==> src/design/fpfa_pkg.sv <==
// Shared types and codes of the fixed-partition fit allocator.
// Used by fpfa_cell and fixed_partition_fit_allocator; no dependencies.
`default_nettype none

package fpfa_pkg;

  // Port widths of the item and result words
  localparam int unsigned CMD_W       = 2;
  localparam int unsigned IDX_PORT_W  = 4;
  localparam int unsigned SIZE_PORT_W = 16;
  localparam int unsigned BNUM_W      = 5;
  localparam int unsigned MODE_W      = 2;
  localparam int unsigned BIU_W       = 5;
  localparam int unsigned CFG_IDX_W   = 1;
  localparam int unsigned CFG_DATA_W  = 5;

  // Command codes of an input word
  typedef enum logic [CMD_W-1:0] {
    CMD_LOAD  = 2'd0,
    CMD_CLEAR = 2'd1,
    CMD_ALLOC = 2'd2
  } cmd_t;

  // Search policy codes; any other code acts as first fit
  localparam logic [MODE_W-1:0] MODE_FIRST = 2'd0;
  localparam logic [MODE_W-1:0] MODE_BEST  = 2'd1;
  localparam logic [MODE_W-1:0] MODE_WORST = 2'd2;

  // Configuration register indexes
  localparam logic [CFG_IDX_W-1:0] CFG_FIT_MODE      = 1'd0;
  localparam logic [CFG_IDX_W-1:0] CFG_BLOCKS_IN_USE = 1'd1;

  // Controller states
  typedef enum logic [1:0] {
    ST_IDLE   = 2'd0,
    ST_SEARCH = 2'd1,
    ST_REPLY  = 2'd2
  } state_t;

  // Policy broadcast to every cell; neither bit set means first fit
  typedef struct packed {
    logic best;
    logic worst;
  } fit_ctl_t;

endpackage

`default_nettype wire

==> src/design/fpfa_cell.sv <==
// One partition cell: holds a block size and its taken flag, and refines the
// running candidate handed on from its left neighbor. Depends on fpfa_pkg.
`default_nettype none

module fpfa_cell #(
  parameter int unsigned IDX_W    = 4,
  parameter int unsigned SIZE_W   = 16,
  parameter int unsigned CELL_IDX = 0
) (
  input  wire logic                 clk,
  input  wire logic                 rst_n,
  input  wire logic                 load_en,
  input  wire logic [SIZE_W-1:0]    load_value,
  input  wire logic                 clear_en,
  input  wire logic                 set_taken,
  input  wire logic                 search_en,
  input  wire fpfa_pkg::fit_ctl_t   fit_ctl,
  input  wire logic [SIZE_W-1:0]    req,
  input  wire logic                 cand_found_in,
  input  wire logic [IDX_W-1:0]     cand_idx_in,
  input  wire logic [SIZE_W-1:0]    cand_size_in,
  output logic                      cand_found_out,
  output logic [IDX_W-1:0]          cand_idx_out,
  output logic [SIZE_W-1:0]         cand_size_out,
  output logic                      taken
);

  logic [SIZE_W-1:0] size_r;
  logic              taken_r;
  logic              found_r;
  logic [IDX_W-1:0]  idx_r;
  logic [SIZE_W-1:0] csize_r;

  logic              fits;
  logic              take;

  // Store the partition size on a load
  always_ff @(posedge clk) begin
    if (load_en) begin
      size_r <= load_value;
    end
  end

  // Clear wins over a grant; both never come together
  always_ff @(posedge clk) begin
    if (!rst_n) begin
      taken_r <= 1'b0;
    end else if (clear_en) begin
      taken_r <= 1'b0;
    end else if (set_taken) begin
      taken_r <= 1'b1;
    end
  end

  // Replace the candidate when this block is free, large enough and better
  always_comb begin
    fits = search_en && !taken_r && (size_r >= req);
    take = fits && (!cand_found_in ||
                    (fit_ctl.best  && (size_r < cand_size_in)) ||
                    (fit_ctl.worst && (size_r > cand_size_in)));
  end

  // Hand the candidate to the right neighbor
  always_ff @(posedge clk) begin
    if (!rst_n) begin
      found_r <= 1'b0;
    end else begin
      found_r <= cand_found_in || fits;
    end
  end

  always_ff @(posedge clk) begin
    idx_r   <= take ? IDX_W'(CELL_IDX) : cand_idx_in;
    csize_r <= take ? size_r : cand_size_in;
  end

  assign cand_found_out = found_r;
  assign cand_idx_out   = idx_r;
  assign cand_size_out  = csize_r;
  assign taken          = taken_r;

endmodule

`default_nettype wire

==> src/design/fixed_partition_fit_allocator.sv <==
// Fixed-partition allocator: first, best or worst fit over a chain of cells.
// Load and clear words go straight to the reply state. Allocate words: the
// candidate ripples one cell per cycle through the chain during the search.
// One word at a time; a new word is taken only once the last result is loaded.
// Synchronous active-low reset frees every block, fit mode first fit and
// 16 blocks in use; block sizes are undefined until loaded.
`default_nettype none

module fixed_partition_fit_allocator #(
  parameter int unsigned MAX_BLOCKS = 16,
  parameter int unsigned SIZE_BITS  = 16
) (
  input  wire logic                                 clk,
  input  wire logic                                 rst_n,
  // Configuration port
  input  wire logic                                 cfg_we,
  input  wire logic [fpfa_pkg::CFG_IDX_W-1:0]       cfg_index,
  input  wire logic [fpfa_pkg::CFG_DATA_W-1:0]      cfg_wdata,
  // Input channel
  input  wire logic                                 in_valid,
  output logic                                      in_stall,
  input  wire logic [fpfa_pkg::CMD_W-1:0]           in_command,
  input  wire logic [fpfa_pkg::IDX_PORT_W-1:0]      in_block_index,
  input  wire logic [fpfa_pkg::SIZE_PORT_W-1:0]     in_block_size_value,
  input  wire logic [fpfa_pkg::SIZE_PORT_W-1:0]     in_request_size,
  input  wire logic                                 in_batch_end,
  // Result channel
  output logic                                      out_valid,
  input  wire logic                                 out_stall,
  output logic                                      out_granted,
  output logic [fpfa_pkg::BNUM_W-1:0]               out_block_number,
  output logic [fpfa_pkg::SIZE_PORT_W-1:0]          out_granted_block_size,
  output logic [fpfa_pkg::SIZE_PORT_W-1:0]          out_leftover,
  output logic                                      out_batch_done
);

  localparam int unsigned IDX_W = $clog2(MAX_BLOCKS);
  localparam int unsigned CNT_W = $clog2(MAX_BLOCKS);

  // Configuration registers
  logic [fpfa_pkg::MODE_W-1:0] fit_mode_r;
  logic [fpfa_pkg::BIU_W-1:0]  blocks_in_use_r;

  // Controller
  fpfa_pkg::state_t state_r, state_nxt;
  logic [CNT_W-1:0] cnt_r, cnt_nxt;
  logic             in_accept;
  logic             reply_fire;
  logic             is_alloc_r;
  logic [SIZE_BITS-1:0] req_r;
  logic             bend_r;
  fpfa_pkg::fit_ctl_t fit_ctl;

  // Chain wiring
  logic                 found_c [MAX_BLOCKS+1];
  logic [IDX_W-1:0]     idx_c   [MAX_BLOCKS+1];
  logic [SIZE_BITS-1:0] size_c  [MAX_BLOCKS+1];
  logic [MAX_BLOCKS-1:0] taken_vec;
  logic [SIZE_BITS-1:0] load_value;
  logic                 grant_now;

  // Output register
  logic                           out_valid_r;
  logic                           out_granted_r;
  logic [fpfa_pkg::BNUM_W-1:0]    out_block_number_r;
  logic [fpfa_pkg::SIZE_PORT_W-1:0] out_size_r;
  logic [fpfa_pkg::SIZE_PORT_W-1:0] out_leftover_r;
  logic                           out_batch_done_r;

  // Write configuration registers
  always_ff @(posedge clk) begin
    if (!rst_n) begin
      fit_mode_r      <= fpfa_pkg::MODE_FIRST;
      blocks_in_use_r <= fpfa_pkg::BIU_W'(16);
    end else if (cfg_we) begin
      unique case (cfg_index)
        fpfa_pkg::CFG_FIT_MODE:      fit_mode_r      <= cfg_wdata[fpfa_pkg::MODE_W-1:0];
        fpfa_pkg::CFG_BLOCKS_IN_USE: blocks_in_use_r <= cfg_wdata[fpfa_pkg::BIU_W-1:0];
        default: ;
      endcase
    end
  end

  always_comb begin
    fit_ctl.best  = (fit_mode_r == fpfa_pkg::MODE_BEST);
    fit_ctl.worst = (fit_mode_r == fpfa_pkg::MODE_WORST);
  end

  assign in_stall   = (state_r != fpfa_pkg::ST_IDLE);
  assign in_accept  = in_valid && !in_stall;
  assign reply_fire = (state_r == fpfa_pkg::ST_REPLY) && (!out_valid_r || !out_stall);
  assign load_value = SIZE_BITS'(in_block_size_value);

  // Next state
  always_comb begin
    state_nxt = state_r;
    cnt_nxt   = cnt_r;
    unique case (state_r)
      fpfa_pkg::ST_IDLE: begin
        if (in_accept) begin
          if (in_command == fpfa_pkg::CMD_ALLOC) begin
            state_nxt = fpfa_pkg::ST_SEARCH;
          end else begin
            state_nxt = fpfa_pkg::ST_REPLY;
          end
        end
      end
      fpfa_pkg::ST_SEARCH: begin
        if (cnt_r == CNT_W'(MAX_BLOCKS - 1)) begin
          state_nxt = fpfa_pkg::ST_REPLY;
          cnt_nxt   = '0;
        end else begin
          cnt_nxt = cnt_r + 1'b1;
        end
      end
      fpfa_pkg::ST_REPLY: begin
        if (reply_fire) begin
          state_nxt = fpfa_pkg::ST_IDLE;
        end
      end
      default: begin
        state_nxt = fpfa_pkg::ST_IDLE;
        cnt_nxt   = '0;
      end
    endcase
  end

  always_ff @(posedge clk) begin
    if (!rst_n) begin
      state_r <= fpfa_pkg::ST_IDLE;
      cnt_r   <= '0;
    end else begin
      state_r <= state_nxt;
      cnt_r   <= cnt_nxt;
    end
  end

  // Hold the accepted word for the search and the reply
  always_ff @(posedge clk) begin
    if (in_accept) begin
      is_alloc_r <= (in_command == fpfa_pkg::CMD_ALLOC);
      req_r      <= SIZE_BITS'(in_request_size);
      bend_r     <= in_batch_end;
    end
  end

  // Grant when the chain end holds a candidate for an allocate
  assign grant_now = reply_fire && is_alloc_r && found_c[MAX_BLOCKS];

  // Cell chain; the left end enters with no candidate
  assign found_c[0] = 1'b0;
  assign idx_c[0]   = '0;
  assign size_c[0]  = '0;

  for (genvar i = 0; i < MAX_BLOCKS; i++) begin : g_cell
    logic load_hit;
    logic grant_hit;
    logic in_use;

    assign load_hit  = in_accept && (in_command == fpfa_pkg::CMD_LOAD) &&
                       (32'(in_block_index) == i);
    assign grant_hit = grant_now && (32'(idx_c[MAX_BLOCKS]) == i);
    assign in_use    = (i < 32'(blocks_in_use_r));

    fpfa_cell #(
      .IDX_W    (IDX_W),
      .SIZE_W   (SIZE_BITS),
      .CELL_IDX (i)
    ) u_cell (
      .clk            (clk),
      .rst_n          (rst_n),
      .load_en        (load_hit),
      .load_value     (load_value),
      .clear_en       (in_accept && (in_command == fpfa_pkg::CMD_CLEAR)),
      .set_taken      (grant_hit),
      .search_en      (in_use),
      .fit_ctl        (fit_ctl),
      .req            (req_r),
      .cand_found_in  (found_c[i]),
      .cand_idx_in    (idx_c[i]),
      .cand_size_in   (size_c[i]),
      .cand_found_out (found_c[i+1]),
      .cand_idx_out   (idx_c[i+1]),
      .cand_size_out  (size_c[i+1]),
      .taken          (taken_vec[i])
    );
  end

  // Load the result word; drop it once taken
  always_ff @(posedge clk) begin
    if (!rst_n) begin
      out_valid_r <= 1'b0;
    end else if (reply_fire) begin
      out_valid_r <= 1'b1;
    end else if (!out_stall) begin
      out_valid_r <= 1'b0;
    end
  end

  always_ff @(posedge clk) begin
    if (reply_fire) begin
      out_batch_done_r <= bend_r;
      if (is_alloc_r && found_c[MAX_BLOCKS]) begin
        out_granted_r      <= 1'b1;
        out_block_number_r <= fpfa_pkg::BNUM_W'({1'b0, idx_c[MAX_BLOCKS]} + 1'b1);
        out_size_r         <= fpfa_pkg::SIZE_PORT_W'(size_c[MAX_BLOCKS]);
        out_leftover_r     <= fpfa_pkg::SIZE_PORT_W'(size_c[MAX_BLOCKS] - req_r);
      end else begin
        out_granted_r      <= 1'b0;
        out_block_number_r <= '0;
        out_size_r         <= '0;
        out_leftover_r     <= '0;
      end
    end
  end

  assign out_valid              = out_valid_r;
  assign out_granted            = out_granted_r;
  assign out_block_number       = out_block_number_r;
  assign out_granted_block_size = out_size_r;
  assign out_leftover           = out_leftover_r;
  assign out_batch_done         = out_batch_done_r;

  // An allocate's candidate at the chain end is always a free block
  a_cand_free: assert property (@(posedge clk) disable iff (!rst_n)
    (state_r == fpfa_pkg::ST_REPLY && is_alloc_r && found_c[MAX_BLOCKS])
      |-> !taken_vec[idx_c[MAX_BLOCKS]])
    else $error("chosen block already taken");

  // A grant never hands out a block smaller than the request
  a_grant_fits: assert property (@(posedge clk) disable iff (!rst_n)
    grant_now |-> (size_c[MAX_BLOCKS] >= req_r))
    else $error("granted block smaller than request");

  // A granted result carries a nonzero block number
  a_bnum: assert property (@(posedge clk) disable iff (!rst_n)
    (out_valid_r && out_granted_r) |-> (out_block_number_r != '0))
    else $error("grant with block number zero");

  // The walk counter rests outside the search
  a_cnt_rest: assert property (@(posedge clk) disable iff (!rst_n)
    (state_r != fpfa_pkg::ST_SEARCH) |-> (cnt_r == '0))
    else $error("walk counter running outside search");

  // A granted block reads as taken in the next cycle
  a_mark: assert property (@(posedge clk) disable iff (!rst_n)
    grant_now |=> taken_vec[$past(idx_c[MAX_BLOCKS])])
    else $error("granted block not marked taken");

endmodule

`default_nettype wire
==> config.mk <==
export PLATFORM = sky130hd
export DESIGN_NAME = fixed_partition_fit_allocator
export DESIGN_NICKNAME = d
export VERILOG_FILES = /design/src/design/fpfa_pkg.sv /design/src/design/fpfa_cell.sv /design/src/design/fixed_partition_fit_allocator.sv
export SDC_FILE = /design/constraint.sdc
export NUM_CORES = 1
export LEC_CHECK = 0
export BUFFER_PORTS_ARGS = -buffer_cell sky130_fd_sc_hd__buf_2
export CORE_UTILIZATION = 36
export CTS_BUF_LIST = sky130_fd_sc_hd__clkbuf_16
export DETAILED_ROUTE_END_ITERATION = 6
export PLACE_DENSITY = 0.56
export SYNTH_ARGS = -nofsm -noshare
export SYNTH_HDL_FRONTEND = slang
export SYNTH_SLANG_ARGS = --single-unit
export TNS_END_PERCENT = 50
==> constraint.sdc <==
create_clock -name clk -period 3.75 [get_ports clk]
set_input_delay 0.1875 -clock clk [delete_from_list [all_inputs] [get_ports clk]]
set_output_delay 0.1875 -clock clk [all_outputs]
set_load 0.03 [all_outputs]
* Word level (Yosys, flattened, before mapping) *
Index checks and enable logic that the tools add are counted.

word-level totals
  logic and storage cells = 431
  register bits = 664

operators by class
  reductions and logical operators = 206
  equal/unequal tests = 41
  add/subtract/negate cells = 3
  bitwise gates (word level) = 2
  multiplexer cells = 25
  order comparisons = 62

operator list
  operator               count
  $ge A16 B16 Y1         16
  $gt A16 B16 Y1         15
  $lt A16 B16 Y1         15
  $mux W16               15
  $logic_and A1 B1 Y1    116
  $eq A4 B4 Y1 const B   17
  $logic_or A1 B1 Y1     46
  $lt A4 B5 Y1 const A   8
  $logic_not A1 Y1       34
  $eq A4 B3 Y1 const B   8
  $lt A3 B5 Y1 const A   4
  $eq A4 B2 Y1 const B   4
  $sub A16 B16 Y16       1
  $lt A1 B5 Y1 const A   2
  $lt A2 B5 Y1 const A   2
  $eq A4 B1 Y1 const B   2
  $logic_not A4 Y1       2
  $mux W2                4
  $pmux W4 S2            1
  $eq A2 B1 Y1 const B   3
  $eq A2 B2 Y1 const B   3
  $ne A2 B2 Y1 const B   3
  $pmux W2 S3            1
  $add A4 B1 Y5 const B  1
  10 further kinds       16

* Depth between registers and ports, before layout *
  depth in word-level cells = 6
  gate-level depth with buffers = 10
  mapped depth without buffers = 9

* Cells and area by module *
From an unflattened synthesis, not the netlist that was laid out.

second synthesis, totals
  cell total of the unflattened synthesis = 3260
  area total of the unflattened synthesis = 35949.5 um^2

modules (own cells, without submodules)
  module                            instances  sequential area each (um^2)  cells each  area each (um^2)
  fpfa_cell (g_cell[0].u_cell ...)  15         920.9                        180         2001.9
  fixed_partition_fit_allocator     1          1991.9                       380         3928.8
  fpfa_cell (g_cell[2].u_cell)      1          920.9                        180         1991.9

* Worst setup path after synthesis *
Ideal clock, no wire load.

  path kind = reg2reg
  start point = reg state_r[0]
  end point = reg g_cell[0].u_cell.taken_r
  stages on the path, launching flop included = 9
  period minus slack after synthesis = 3.618 ns
  data arrival time = 3.553 ns
  path buffers = 3
  setup slack = 0.132 ns
  cell sequence = dfxtp_1 -> clkbuf_1 -> nand2b_1 -> a21oi_1 -> and2_1 -> clkbuf_1 -> clkbuf_1 -> a31oi_1 -> nor2_1

between the ends
  cells in the longest elaborated chain, start to end = 5

ends and longest elaborated chain
  item                               RTL line                              source
  from (decl)                        fixed_partition_fit_allocator.sv:45   fpfa_pkg::state_t state_r, state_nxt;
  from (signal assigned)             fixed_partition_fit_allocator.sv:130  state_r <= fpfa_pkg::ST_IDLE;
  from (signal assigned)             fixed_partition_fit_allocator.sv:133  state_r <= state_nxt;
  $eq A2 B2 Y1                       fixed_partition_fit_allocator.sv:91   assign reply_fire = (state_r == fpfa_pkg::ST_REPLY) && (!out_valid_r || !out_stall);
  $logic_and A1 B1 Y1                fixed_partition_fit_allocator.sv:91
  named net reply_fire               fixed_partition_fit_allocator.sv:48   logic reply_fire;
  $logic_and A1 B1 Y1 (2 in series)  fixed_partition_fit_allocator.sv:148  assign grant_now = reply_fire && is_alloc_r && found_c[MAX_BLOCKS];
  $logic_and A1 B1 Y1                fixed_partition_fit_allocator.sv:162  assign grant_hit = grant_now && (32'(idx_c[MAX_BLOCKS]) == i);
  to (signal assigned)               fpfa_cell.sv:47                       taken_r <= 1'b0;
  to (signal assigned)               fpfa_cell.sv:49                       taken_r <= 1'b0;
  to (signal assigned)               fpfa_cell.sv:51                       taken_r <= 1'b1;
  to (decl)                          fpfa_cell.sv:29                       logic taken_r;

The timed path passes the listed nets, and every way through them passes these cells.
A chain may end at the register's enable or synchronous reset.

* Final worst setup path *
  start point = reg req_r[9]
  end point = reg g_cell[12].u_cell.csize_r[11]

between the ends
  cells in the longest elaborated chain, start to end = 4

ends and longest elaborated chain
  item                    RTL line                              source
  from (decl)             fixed_partition_fit_allocator.sv:50   logic [SIZE_BITS-1:0] req_r;
  from (signal assigned)  fixed_partition_fit_allocator.sv:142  req_r <= SIZE_BITS'(in_request_size);
  $ge A16 B16 Y1          fpfa_cell.sv:57                       fits = search_en && !taken_r && (size_r >= req);
  $logic_and A1 B1 Y1     fpfa_cell.sv:57
  $logic_and A1 B1 Y1     fpfa_cell.sv:58                       take = fits && (!cand_found_in ||
  $mux W16                fpfa_cell.sv:74                       csize_r <= take ? size_r : cand_size_in;
  to (signal assigned)    fpfa_cell.sv:74
  to (decl)               fpfa_cell.sv:32                       logic [SIZE_W-1:0] csize_r;

No other way between the ends.

==> summary.md <==
| Metric | Value |
|---|---|
| Run status | `complete, no violations` |
| Sequential element share of the synthesized area | `48.0%` |
| Post-route cell area | `39500 µm²` |
| Netlist cell types | `68` |
| Final worst slack | `around 400 ps` |
| Final Hold Fails | `0` |
| Fin crit share | `between 80% and 90%` |
| Bufs and invs on worst path | `3` |
| IO Port Bufs | `90` |
| Worst path depth | `9` |
| Setup Buffers After CTS | `0` |
| Final core utilization | `42.1%` |
| Syn_nets | `3581` |
| Vias per inst | `approximately 5.2` |
| Wire per inst | `approximately 22 µm` |
| R2R depth | `9` |
| Yosys reg bits | `664` |
| Final setup TNS | `0 ps` |
| Final setup violation count | `0` |
| Die Wd | `between 300 and 400 µm` |
| Initial antenna violation count | `16` |
| Number of DRC markers in iteration 0 | `~1800` |
| Placed Instances | `4386` |
| Inserted Clock Buffers | `76` |
| Clock buffer depth | `3` |
| Top delay family on crit path | `buffers and inverters` |
| CP Class | `register to register` |
| Initial Utilization | `36.5%` |
| Cell breakdown of the critical path | `inv_1, buf_4, ha_1, nand4_1, o41ai_1, o41ai_1, nor3b_2, buf_4, mux2_2` |
| Final ANT Viol Nets | `0` |
| Worst-path maximum fanout | `12` |
| CTS sink count | `664` |
| Fmax | `299 MHz` |
| Avg Inst Size Synth | `11.4 µm²` |
| Root Driver | `clkbuf_16` |
| Worst R2R End | `g_cell[12].u_cell.cand_size_out[11]` |
| Post-Syn Area | `34200 µm²` |
| Relative slew slack | `20.1%` |
| Via Count | `about 24000` |
| Sw Share | `30.0%` |
| WHS | `87.4 ps` |
| Clk_lat worst skew | `640 ps` |
| Pre-CTS WS | `458 ps` |
| Max stage delay on crit path | `620 ps` |
| Final cell count without fillers | `4563` |
| RSZ-0062 raised after global routing | `false` |
| Asr flop ratio synth | `0%` |
| Top Ports | `91` |
| Drt drc | `0` |
| First-pass GRT wire length | `147000 µm` |
| Routed Wire Length | `98500 µm` |
| Fill cells | `8889` |
| Die Footprint | `96300 µm²` |
| Remaining Overflow, GRT | `0` |
| Cells after Synth | `3014` |
| Die Span Y | `roughly 310 µm` |
| Routability cong. | `0.875` |
| Final slew viol count | `0` |
| RR Startpoint | `req_r[9]` |
| Worst Tran Pin Value | `1200 ps` |
| CP arrival | `3850 ps` |
| Switching Power | `6.30 mW` |
| H-Tree Depth | `3` |
| Startpoint types | `register` |
| All-Layer GR Usage | `20.6%` |
| Crit. End Element | `register` |
| Post-synth EDFFs | `313` |
| Skew final | `26.5 ps` |
| Syn. warnings | `0` |
| Combinational Power Share | `22.0%` |
| Vias in the first global route | `23400` |
| Drt pass-1 iters | `5` |
| Largest net degree at the start of global routing | `40` |
| Core area | `93700 µm²` |
| Max-cap violations | `0` |
| Area Growth Syn to Fin | `15.3%` |
| Tmin final | `3350 ps` |
| Clock share of power | `around a third` |
| Dpl cell area | `36800 µm²` |
| Num rows | `112` |
| Hold Path Class | `primary input to register` |
| Sequential Power Share | `approximately 45%` |
| CTS tree | `done` |
| Dpl hpwl | `72800 µm` |
| Int Pwr | `14.7 mW` |
| Pleak | `between 15 and 20 nW` |
| Slowest CP cell | `nor3b_2` |
| Worst endpoint required time | `4250 ps` |
| Clk pin slew, worst setup/hold paths | `approximately 60 ps` |
| Main synth FF type | `dfxtp_1` |
| CP Capture Point | `g_cell[12].u_cell.cand_size_out[11]` |
| Maximum vdd drop | `0.000283 V` |
| Layout cells sized above 1 | `between 10% and 20%` |
| Worst setup startpoint | `req_r[9]` |
| Hold Crit Start | `in_command[0]` |
| Pwr dens | `532 nW/µm²` |
| Nets | `around 3800` |
| Reg2Reg Setup Slack | `400 ps` |
| Pwr Total | `21.0 mW` |
## layout by cell type, fill, tap and decap left out, types with 19 or more instances in the layout
master | synthesis | layout
ha_1 | 516 | 516
dfxtp_1 | 351 | 351
inv_1 | 287 | 314
edfxtp_1 | 313 | 313
mux2_2 | 215 | 215
a21oi_1 | 164 | 162
nand2_1 | 148 | 148
nor2_1 | 115 | 115
o21ai_0 | 103 | 103
buf_4 | 6 | 92
nand3_1 | 90 | 90
buf_2 | 23 | 90
nand4_1 | 84 | 84
clkbuf_16 | 0 | 79
nor2b_1 | 42 | 42
a21o_1 | 41 | 41
dlygate4sd3_1 | 0 | 35
o211ai_1 | 33 | 33
a21boi_0 | 32 | 32
nand2b_1 | 31 | 31
a31oi_1 | 31 | 31
or2_2 | 27 | 27
nor4_1 | 25 | 25
nor3_1 | 29 | 25
and3_1 | 23 | 23
a211oi_1 | 21 | 21
o21a_1 | 19 | 19
## layout make-up
class | count | area, µm² | share of cell area [%]
Antenna cell | 2 | 5.00 | 0.0127
Multi-Input combinational cell | 1995 | 16500 | 41.8
Clock buffer | 79 | 1980 | 5.01
Timing Repair Buffer | 221 | 1570 | 3.98
Clock inverter | 61 | 359 | 0.910
Inverter | 287 | 1080 | 2.73
Sequential cell | 664 | 16400 | 41.6
Tap cell | 1254 | 1570 | 3.98
## registers in the layout, indices dropped and copies added, names as in the netlist, 2 cells and up
signal                        flops
g_cell.u_cell.taken              16
g_cell.u_cell.cand_found_out     16
state_r                           2
blocks_in_use_r                   5
g_cell.u_cell.cand_size_out     256
req_r                            16
g_cell.u_cell.size_r            256
cnt_r                             4
out_block_number                  5
g_cell.u_cell.cand_idx_out       49
fit_mode_r                        2
out_leftover                     16
out_granted_block_size           16
## worst min-delay path by stage
stage | to | cells after the start
2_1_floorplan | bend_r | 0
3_3_place_gp | bend_r | 1
3_5_place_dp | bend_r | 1
4_1_cts | state_r[0] | 4
5_1_grt | g_cell[12].u_cell.size_r[12] | 1
6_report | state_r[0] | 4
## power groups by stage
stage | clock (mW) | combinational (mW) | sequential [mW]
after floorplan | 0 | 3.23 | 9.19
after global placement | 0 | 4.48 | 9.54
after detailed placement | 0 | 4.54 | 9.52
after CTS | 7.20 | 4.61 | 9.38
after global routing | 7.48 | 5.20 | 9.46
final | 7.02 | 4.61 | 9.35
## cell families after synthesis
logic type | after synthesis | synth area share, %
AO/OA/AOI/OAI | 558 | 10.6
XOR/XNOR | 5 | 0.128
adder cells (fa/ha/maj) | 517 | 18.9
buffers and inverters | 355 | 4.14
flip-flops | 664 | 48.0
multiplexers | 234 | 7.78
AND/OR/NAND/NOR | 681 | 10.4
## cell usage after synthesis (all sizes together) (8+ instances only)
| library cell | count | area, µm² |
|---|---|---|
| a221oi | 9 | 78.8 |
| o21a | 19 | 143 |
| ha | 516 | 6460 |
| a21o | 41 | 308 |
| nor2 | 115 | 432 |
| and4 | 16 | 140 |
| or2 | 27 | 169 |
| a211oi | 21 | 158 |
| mux2 | 225 | 2570 |
| nor3 | 29 | 145 |
| o21bai | 8 | 60.1 |
| clkbuf | 36 | 135 |
| a32oi | 16 | 140 |
| buf | 32 | 203 |
| dfxtp | 351 | 7030 |
| nor4 | 26 | 169 |
| edfxtp | 313 | 9400 |
| o41ai | 8 | 70.1 |
| o211ai | 33 | 248 |
| o21ai | 105 | 526 |
| nand4 | 84 | 526 |
| and3 | 23 | 144 |
| a21oi | 164 | 821 |
| nor3b | 24 | 191 |
| mux2i | 9 | 93.8 |
| a21boi | 32 | 240 |
| a221o | 12 | 120 |
| inv | 287 | 1080 |
| nand3 | 90 | 450 |
| nor2b | 42 | 263 |
| a31oi | 31 | 194 |
| o31ai | 9 | 67.6 |
| a2111oi | 12 | 105 |
| nand2 | 148 | 556 |
| nand2b | 31 | 194 |
## tightest hold or removal path, stage by stage
cell      delay [ps]
buf_2            100
nand2b_1         130
o21ai_0           90
and2_1           150
## layer usage
metal	part of all wire, %	track usage [%]	wire [µm]	vias to the layer above
met5	0.054	0	53	-
met4	2.1	5.60	2060	8
met3	6.3	3.51	6230	139
met2	47	34.6	46700	596
met1	44	27.2	43500	11400
li1	-	-	-	11600
## what timing repair did
| action | CTS | global route |
|---|---|---|
| endpoints found under the hold margin | 27 | 0 |
| gates resized for setup | 0 | 0 |
| hold buffers | 35 | 0 |
| setup endpoints to repair | 0 | 0 |
(Power assumes the default switching activity.)
